[src/rtl/dsm_pkg.sv]
// Duration statistics monitor: shared types, constants and helper functions.
// No dependencies; imported by every module of the block.
`timescale 1ns / 1ps

package dsm_pkg;

  localparam logic [29:0] NSEC_PER_SEC = 30'd1000000000;
  localparam logic [29:0] NSEC_MAX     = 30'd999999999;
  localparam logic [47:0] SUM_SEC_MAX  = 48'hFFFF_FFFF_FFFF;

  localparam int IN_DATA_W  = 64;
  localparam int OUT_DATA_W = 360;
  localparam int CFG_DATA_W = 32;
  localparam int CFG_IDX_W  = 2;

  typedef enum logic [1:0] {
    OP_START = 2'd0,
    OP_STOP  = 2'd1,
    OP_CLEAR = 2'd2
  } op_t;

  typedef enum logic [CFG_IDX_W-1:0] {
    REG_LOWER_SEC  = 2'd0,
    REG_LOWER_NSEC = 2'd1,
    REG_UPPER_SEC  = 2'd2,
    REG_UPPER_NSEC = 2'd3
  } reg_idx_t;

  typedef struct packed {
    logic [31:0] lower_sec;
    logic [29:0] lower_nsec;
    logic [31:0] upper_sec;
    logic [29:0] upper_nsec;
  } bounds_t;

  typedef struct packed {
    logic [31:0] last_sec;
    logic [29:0] last_nsec;
    logic [31:0] event_total;
    logic [31:0] over_total;
    logic [31:0] under_total;
    logic [31:0] min_sec;
    logic [29:0] min_nsec;
    logic [31:0] max_sec;
    logic [29:0] max_nsec;
    logic [47:0] sum_sec;
    logic [29:0] sum_nsec;
  } stats_t;

  // a < b in (seconds, nanoseconds) order
  function automatic logic time_lt(logic [31:0] as, logic [29:0] an,
                                   logic [31:0] bs, logic [29:0] bn);
    return (as < bs) || ((as == bs) && (an < bn));
  endfunction

  function automatic logic [29:0] clamp_nsec(logic [29:0] v);
    return (v > NSEC_MAX) ? NSEC_MAX : v;
  endfunction

  function automatic logic [31:0] sat_inc(logic [31:0] c);
    return (&c) ? c : c + 32'd1;
  endfunction

endpackage

[src/rtl/dsm_duration.sv]
// Duration statistics monitor: stop minus start with nanosecond borrow,
// clamped to zero when the stop precedes the start. Uses dsm_pkg.
`timescale 1ns / 1ps

module dsm_duration
  import dsm_pkg::*;
(
  input  logic [31:0] now_sec,
  input  logic [29:0] now_nsec,
  input  logic [31:0] begin_sec,
  input  logic [29:0] begin_nsec,
  output logic [31:0] dur_sec,
  output logic [29:0] dur_nsec
);

  logic        negative;
  logic        borrow;
  logic [30:0] nsec_diff;

  assign negative  = time_lt(now_sec, now_nsec, begin_sec, begin_nsec);
  assign borrow    = now_nsec < begin_nsec;
  assign nsec_diff = {1'b0, now_nsec} - {1'b0, begin_nsec}
                     + (borrow ? {1'b0, NSEC_PER_SEC} : 31'd0);

  always_comb begin
    if (negative) begin
      dur_sec  = '0;
      dur_nsec = '0;
    end else begin
      dur_sec  = now_sec - begin_sec - {31'd0, borrow};
      dur_nsec = nsec_diff[29:0];
    end
  end

endmodule

[src/rtl/dsm_stats.sv]
// Duration statistics monitor: start time and statistics registers with their
// combinational update logic. Uses dsm_pkg and dsm_duration.
`timescale 1ns / 1ps

module dsm_stats
  import dsm_pkg::*;
(
  input  logic        clk,
  input  logic        rst,
  input  logic        advance,
  input  op_t         op,
  input  logic [31:0] time_sec,
  input  logic [29:0] time_nsec,
  input  bounds_t     bounds,
  output stats_t      stats_next
);

  logic [31:0] begin_sec;
  logic [29:0] begin_nsec;
  logic [31:0] begin_sec_next;
  logic [29:0] begin_nsec_next;
  stats_t      stats;

  logic [31:0] dur_sec;
  logic [29:0] dur_nsec;
  logic [30:0] sum_n_raw;
  logic        sum_carry;
  logic [29:0] sum_n;
  logic [48:0] sum_s;

  dsm_duration u_duration (
    .now_sec   (time_sec),
    .now_nsec  (time_nsec),
    .begin_sec (begin_sec),
    .begin_nsec(begin_nsec),
    .dur_sec   (dur_sec),
    .dur_nsec  (dur_nsec)
  );

  assign sum_n_raw = {1'b0, stats.sum_nsec} + {1'b0, dur_nsec};
  assign sum_carry = sum_n_raw >= {1'b0, NSEC_PER_SEC};
  assign sum_n     = sum_carry ? (sum_n_raw[29:0] - NSEC_PER_SEC) : sum_n_raw[29:0];
  assign sum_s     = {1'b0, stats.sum_sec} + {17'd0, dur_sec} + {48'd0, sum_carry};

  always_comb begin
    stats_next      = stats;
    begin_sec_next  = begin_sec;
    begin_nsec_next = begin_nsec;
    case (op)
      OP_START: begin
        begin_sec_next  = time_sec;
        begin_nsec_next = time_nsec;
      end
      OP_STOP: begin
        stats_next.last_sec  = dur_sec;
        stats_next.last_nsec = dur_nsec;
        if ((stats.event_total == '0) ||
            time_lt(dur_sec, dur_nsec, stats.min_sec, stats.min_nsec)) begin
          stats_next.min_sec  = dur_sec;
          stats_next.min_nsec = dur_nsec;
        end
        stats_next.event_total = sat_inc(stats.event_total);
        if (time_lt(stats.max_sec, stats.max_nsec, dur_sec, dur_nsec)) begin
          stats_next.max_sec  = dur_sec;
          stats_next.max_nsec = dur_nsec;
        end
        if (time_lt(dur_sec, dur_nsec, bounds.lower_sec, bounds.lower_nsec)) begin
          stats_next.under_total = sat_inc(stats.under_total);
        end
        if (time_lt(bounds.upper_sec, bounds.upper_nsec, dur_sec, dur_nsec)) begin
          stats_next.over_total = sat_inc(stats.over_total);
        end
        if (sum_s[48]) begin
          stats_next.sum_sec  = SUM_SEC_MAX;
          stats_next.sum_nsec = NSEC_MAX;
        end else begin
          stats_next.sum_sec  = sum_s[47:0];
          stats_next.sum_nsec = sum_n;
        end
      end
      OP_CLEAR: begin
        stats_next = '0;
      end
      default: begin
      end
    endcase
  end

  always_ff @(posedge clk) begin
    if (rst) begin
      begin_sec  <= '0;
      begin_nsec <= '0;
      stats      <= '0;
    end else if (advance) begin
      begin_sec  <= begin_sec_next;
      begin_nsec <= begin_nsec_next;
      stats      <= stats_next;
    end
  end

  a_min_le_max: assert property (@(posedge clk) disable iff (rst)
    (stats.event_total != '0) |->
      !time_lt(stats.max_sec, stats.max_nsec, stats.min_sec, stats.min_nsec))
    else $error("shortest duration exceeds longest duration");

  a_bound_counts: assert property (@(posedge clk) disable iff (rst)
    (stats.over_total <= stats.event_total) && (stats.under_total <= stats.event_total))
    else $error("bound counter exceeds event counter");

  a_nsec_range: assert property (@(posedge clk) disable iff (rst)
    (stats.sum_nsec <= NSEC_MAX) && (stats.last_nsec <= NSEC_MAX))
    else $error("nanosecond field out of range");

endmodule

[src/rtl/duration_statistics_monitor.sv]
// Duration statistics monitor top level: configuration registers, input
// register, result register and stream handshake. Uses dsm_pkg and dsm_stats.
//
//   channel   direction  payload (lowest bit first)
//   s_*       in         op[1:0], time_sec[33:2], time_nsec[63:34]
//   m_*       out        last_sec, last_nsec, event_total, over_total, under_total,
//                        min_sec, min_nsec, max_sec, max_nsec, sum_sec, sum_nsec
//   cfg_*     in         register index 0..3, 32-bit write data
//
// One transaction per cycle sustained while results are taken; an input transaction
// is captured in the input register, and its result then in the result register.
// The statistics update is a single pass between the input and result registers.
// Reset is synchronous and clears bounds, start time, statistics and valid flags.
// A stalled result holds the result register; the input register keeps accepting
// only while the result register can take the item ahead of it.
`timescale 1ns / 1ps

module duration_statistics_monitor
  import dsm_pkg::*;
(
  input  logic                  clk,
  input  logic                  rst,
  input  logic                  s_tvalid,
  output logic                  s_tready,
  input  logic [IN_DATA_W-1:0]  s_tdata,   // op[1:0], time_sec[33:2], time_nsec[63:34]
  output logic                  m_tvalid,
  input  logic                  m_tready,
  output logic [OUT_DATA_W-1:0] m_tdata,   // last_sec[31:0], last_nsec[61:32],
                                           // event_total[93:62], over_total[125:94],
                                           // under_total[157:126], min_sec[189:158],
                                           // min_nsec[219:190], max_sec[251:220],
                                           // max_nsec[281:252], sum_sec[329:282],
                                           // sum_nsec[359:330]
  input  logic                  cfg_we,
  input  logic [CFG_IDX_W-1:0]  cfg_index,
  input  logic [CFG_DATA_W-1:0] cfg_data
);

  bounds_t     bounds;
  logic        in_valid;
  op_t         in_op;
  logic [31:0] in_sec;
  logic [29:0] in_nsec;
  logic        advance;
  stats_t      stats_next;
  stats_t      result;

  assign advance  = in_valid && (!m_tvalid || m_tready);
  assign s_tready = !in_valid || advance;

  always_ff @(posedge clk) begin
    if (rst) begin
      bounds <= '0;
    end else if (cfg_we) begin
      unique case (reg_idx_t'(cfg_index))
        REG_LOWER_SEC:  bounds.lower_sec  <= cfg_data;
        REG_LOWER_NSEC: bounds.lower_nsec <= clamp_nsec(cfg_data[29:0]);
        REG_UPPER_SEC:  bounds.upper_sec  <= cfg_data;
        REG_UPPER_NSEC: bounds.upper_nsec <= clamp_nsec(cfg_data[29:0]);
        default: begin
        end
      endcase
    end
  end

  always_ff @(posedge clk) begin
    if (rst) begin
      in_valid <= 1'b0;
    end else if (s_tvalid && s_tready) begin
      in_valid <= 1'b1;
    end else if (advance) begin
      in_valid <= 1'b0;
    end
  end

  always_ff @(posedge clk) begin
    if (s_tvalid && s_tready) begin
      in_op   <= op_t'(s_tdata[1:0]);
      in_sec  <= s_tdata[33:2];
      in_nsec <= clamp_nsec(s_tdata[63:34]);
    end
  end

  dsm_stats u_stats (
    .clk       (clk),
    .rst       (rst),
    .advance   (advance),
    .op        (in_op),
    .time_sec  (in_sec),
    .time_nsec (in_nsec),
    .bounds    (bounds),
    .stats_next(stats_next)
  );

  always_ff @(posedge clk) begin
    if (rst) begin
      m_tvalid <= 1'b0;
    end else if (advance) begin
      m_tvalid <= 1'b1;
    end else if (m_tready) begin
      m_tvalid <= 1'b0;
    end
  end

  always_ff @(posedge clk) begin
    if (advance) begin
      result <= stats_next;
    end
  end

  assign m_tdata = {result.sum_nsec, result.sum_sec, result.max_nsec, result.max_sec,
                    result.min_nsec, result.min_sec, result.under_total,
                    result.over_total, result.event_total, result.last_nsec,
                    result.last_sec};

endmodule
[config.mk]
export PLATFORM = sky130hd
export DESIGN_NAME = duration_statistics_monitor
export DESIGN_NICKNAME = d
export VERILOG_FILES = /design/src/rtl/dsm_pkg.sv /design/src/rtl/dsm_duration.sv /design/src/rtl/dsm_stats.sv /design/src/rtl/duration_statistics_monitor.sv
export SDC_FILE = /design/constraint.sdc
export NUM_CORES = 2
export LEC_CHECK = 0
export BUFFER_PORTS_ARGS = -buffer_cell sky130_fd_sc_hd__buf_2
export CAP_MARGIN = 0
export CORE_ASPECT_RATIO = 0.8
export CORE_MARGIN = 4
export CORE_UTILIZATION = 40
export CTS_BUF_LIST = sky130_fd_sc_hd__clkbuf_8
export CTS_CLUSTER_DIAMETER = 120
export DETAILED_ROUTE_END_ITERATION = 8
export SETUP_SLACK_MARGIN = 0.05
export SYNTH_ARGS = -nofsm -noshare
export SYNTH_HDL_FRONTEND = slang
export SYNTH_HIERARCHICAL = 1
export SYNTH_SLANG_ARGS = --single-unit
[constraint.sdc]
create_clock -name clk -period 22.2 [get_ports clk]
set_input_delay 5.55 -clock clk [delete_from_list [all_inputs] [get_ports clk]]
set_output_delay 5.55 -clock clk [all_outputs]
set_load 0.03 [all_outputs]
==> flow_metrics.env <==
export IMPL_finalSetupViolCount=0
export IMPL_grt_pass1_vias=44700
export IMPL_setup_ws_ps=9820
export IMPL_dieArea_um2=146000
export IMPL_final_cell_mix="nand2_1, inv_1, dfxtp_1"
export IMPL_intPower_uw=3280
export IMPL_share_comb_of_total_power_pct=26.4
export IMPL_boundaryPins=465
export IMPL_htree_levels=4
export IMPL_synth_edff_count=424
export IMPL_arrival_ps=13110
export IMPL_critical_path_slowest_cell="fa_1"
export IMPL_cts_buffers=165
export IMPL_cp_required_ps=22930
export IMPL_wl_per_cell_um=22.9
export IMPL_critPathMaxStageDelay_ps=620
export IMPL_p_sw_share_pct=34.6
export IMPL_post_cts_buffers=0
export IMPL_place_congestion=0.930
export IMPL_slew_viol_final=0
export IMPL_drtPass1Iterations=6
export IMPL_vias=48300
export IMPL_finClkSkew_ps=62.6
export IMPL_drive_gt1_share_pct=14.1
export IMPL_fillCellCount=13400
export IMPL_dp_hpwl_um=140000
export IMPL_hold_buffers=0
export IMPL_dp_cells=8167
export IMPL_power_leakage_uw=0.0258
export IMPL_nets=7062
export IMPL_antenna_found_initial=35
export IMPL_netlist_instances=6067
export IMPL_clk_pin_slew_worst_paths_ps=60
export IMPL_netSwitchingPower_uw=1730
export IMPL_yosysTopAreaCell="edfxtp_1"
export IMPL_grt_overflow_total=0
export IMPL_grt_max_degree=164
export IMPL_status="complete, no violations"
export IMPL_place_area_um2=60200
export IMPL_synth_top_flop_cell="dfxtp_1"
export IMPL_postCtsResizedCells=0
export IMPL_synth_warnings=6
export IMPL_core_area_um2=138000
export IMPL_rows=122
export IMPL_p_clk_share_pct=34.0
export IMPL_insertion_delay_ps=920
export IMPL_fmax_mhz=80.8
export IMPL_setup_tns_ps=0
export IMPL_start_util_pct=40.3
export IMPL_grt_pass1_wl_um=285000
export IMPL_yosysSeqAreaShare_pct=42.5
export IMPL_die_w_um=425
export IMPL_finalHoldViolCount=0
export IMPL_port_buffers=464
export IMPL_layout_commonest_cell="nand2_1"
export IMPL_ys_types=106
export IMPL_syn_area_um2=55800
export IMPL_synth_area_per_cell_um2=9.19
export IMPL_hold_ws_ps=453
export IMPL_peakVddDrop_v=0.0000670
export IMPL_cp_buffers_inverters=4
export IMPL_synth_nets=6655
export IMPL_cts_sinks=972
export IMPL_maxCapViolations=0
export IMPL_timing_worst_slew_pin_value_ps=1280
export IMPL_cts_root_buf="clkbuf_8"
export IMPL_viasPerCell=5.68
export IMPL_ys_async_sr_fraction_pct=0
export IMPL_drc=0
export IMPL_die_height_um=342
export IMPL_hold_path_class="flip-flop to flip-flop"
export IMPL_ys_ff_latch=972
export IMPL_drtIter0Drc=4848
export IMPL_final_antenna_net_count=0
export IMPL_fin_area_um2=63700
export IMPL_yosysTopAreaCellShare_pct=22.8
export IMPL_synth_area_leaders="edfxtp_1, dfxtp_1, ha_1"
export IMPL_track_usage_pct=25.7
export IMPL_end_kind="flip-flop"
export IMPL_max_slew_margin_pct=14.8
export IMPL_power_density_nw_per_um2=78.6
export IMPL_seq_power_share_pct=39.6
export IMPL_rsz0062_at_grt="false"
export IMPL_finalNonFillerCells=8494
export IMPL_cp_max_fo=39
export IMPL_start_kind="flip-flop"
export IMPL_clk_path_buf_depth=3
export IMPL_post_place_ws_ps=10030
export IMPL_cp_top_family="compound AO/OA/AOI/OAI gates"
export IMPL_cts_tree="built"
export IMPL_criticalPathCategory="flip-flop to flip-flop"
export IMPL_routed_wl_um=194000
export IMPL_fin_crit_ps=12380
export IMPL_syn2layout_area_growth_pct=14.2
export IMPL_min_period_over_period_pct=55.7
==> logic make-up after synthesis <==
logic type      Yosys count  synth area share (%)
mux                      47                 0.848
xor+xnor                175                  2.75
fa+ha+maj               485                  11.2
flops                   972                  42.5
simple gates           1757                  14.9
buf+inv                 909                  6.23
compound gates         1722                  21.6
==> sequential cells by signal, summed over array words and instances (netlist names) <==
name	flops
in_nsec	30
u_stats/begin_sec	32
u_stats/stats	360
bounds	124
u_stats/begin_nsec	30
in_valid	1
m_tvalid	1
in_op	2
m_tdata	360
in_sec	32
==> stage by stage <==
stage,power (µW),utilization (%)
after CTS,5030,46.0
after global routing,5240,46.0
after global placement,3300,43.5
final,5010,46.0
after detailed placement,3320,43.5
after floorplan,2860,-
==> synthesized netlist by cell type (all sizes together) (39+ instances only) <==
cell type,n
a21o,169
or3,43
inv,569
nand2b,40
nor4,50
xor2,66
o32ai,57
o21bai,51
o21ai,274
xnor2,109
dfxtp,548
a21oi,449
a211oi,39
nor2,388
edfxtp,424
nand3,175
and3,44
mux2i,45
o21a,47
ha,462
nand2,650
nor3,86
nand4,90
a31oi,66
o211a,90
clkbuf,313
o2bb2ai,175
==> power groups by stage <==
stage | combinational (µW) | sequential, µW | clock (µW)
after floorplan | 763 | 2090 | 0
after detailed placement | 1290 | 2020 | 0
final | 1320 | 1980 | 1700
after CTS | 1300 | 1990 | 1740
after global routing | 1430 | 1990 | 1820
after global placement | 1280 | 2020 | 0
==> final cells by class <==
class | instances | area [µm²] | share of cell area [%]
clock buffers | 179 | 2460 | 3.87
inverters | 571 | 2150 | 3.38
multi-input cells | 4186 | 28800 | 45.2
well taps | 1860 | 2330 | 3.65
diodes | 23 | 57.6 | 0.0904
flip-flops and latches | 972 | 23700 | 37.2
repair buffers | 578 | 3250 | 5.10
clock inverters | 125 | 940 | 1.48
==> worst min-delay path: stages, from the launching register on <==
cell,delay [ps]
dfxtp_1,310
nand2_1,50
a21oi_1,50
==> worst paths after layout <==
check             slack, ps  cells after the start                                  end                           startpoint
setup / recovery       9820                     45               m_tdata[359]$_DFFE_PP_             in_nsec[2]$_SDFFCE_PN1P_
hold / removal          450                      2  u_stats/begin_nsec[16]$_SDFFE_PP0P_  u_stats/begin_nsec[16]$_SDFFE_PP0P_
setup reg to reg       9820                     45               m_tdata[359]$_DFFE_PP_             in_nsec[2]$_SDFFCE_PN1P_
hold reg to reg         450                      2  u_stats/begin_nsec[16]$_SDFFE_PP0P_  u_stats/begin_nsec[16]$_SDFFE_PP0P_
==> routing by layer <==
metal | global-route usage [%] | vias up | routed length, µm | part of all wire (%)
li1 | - | 22900 | - | -
met1 | 35.9 | 23200 | 86000 | 44
met2 | 39.3 | 1846 | 85300 | 44
met3 | 5.21 | 319 | 16300 | 8.4
met4 | 9.22 | 16 | 6700 | 3.4
met5 | 0 | - | 116 | 0.060
(Power assumes the default switching activity.)
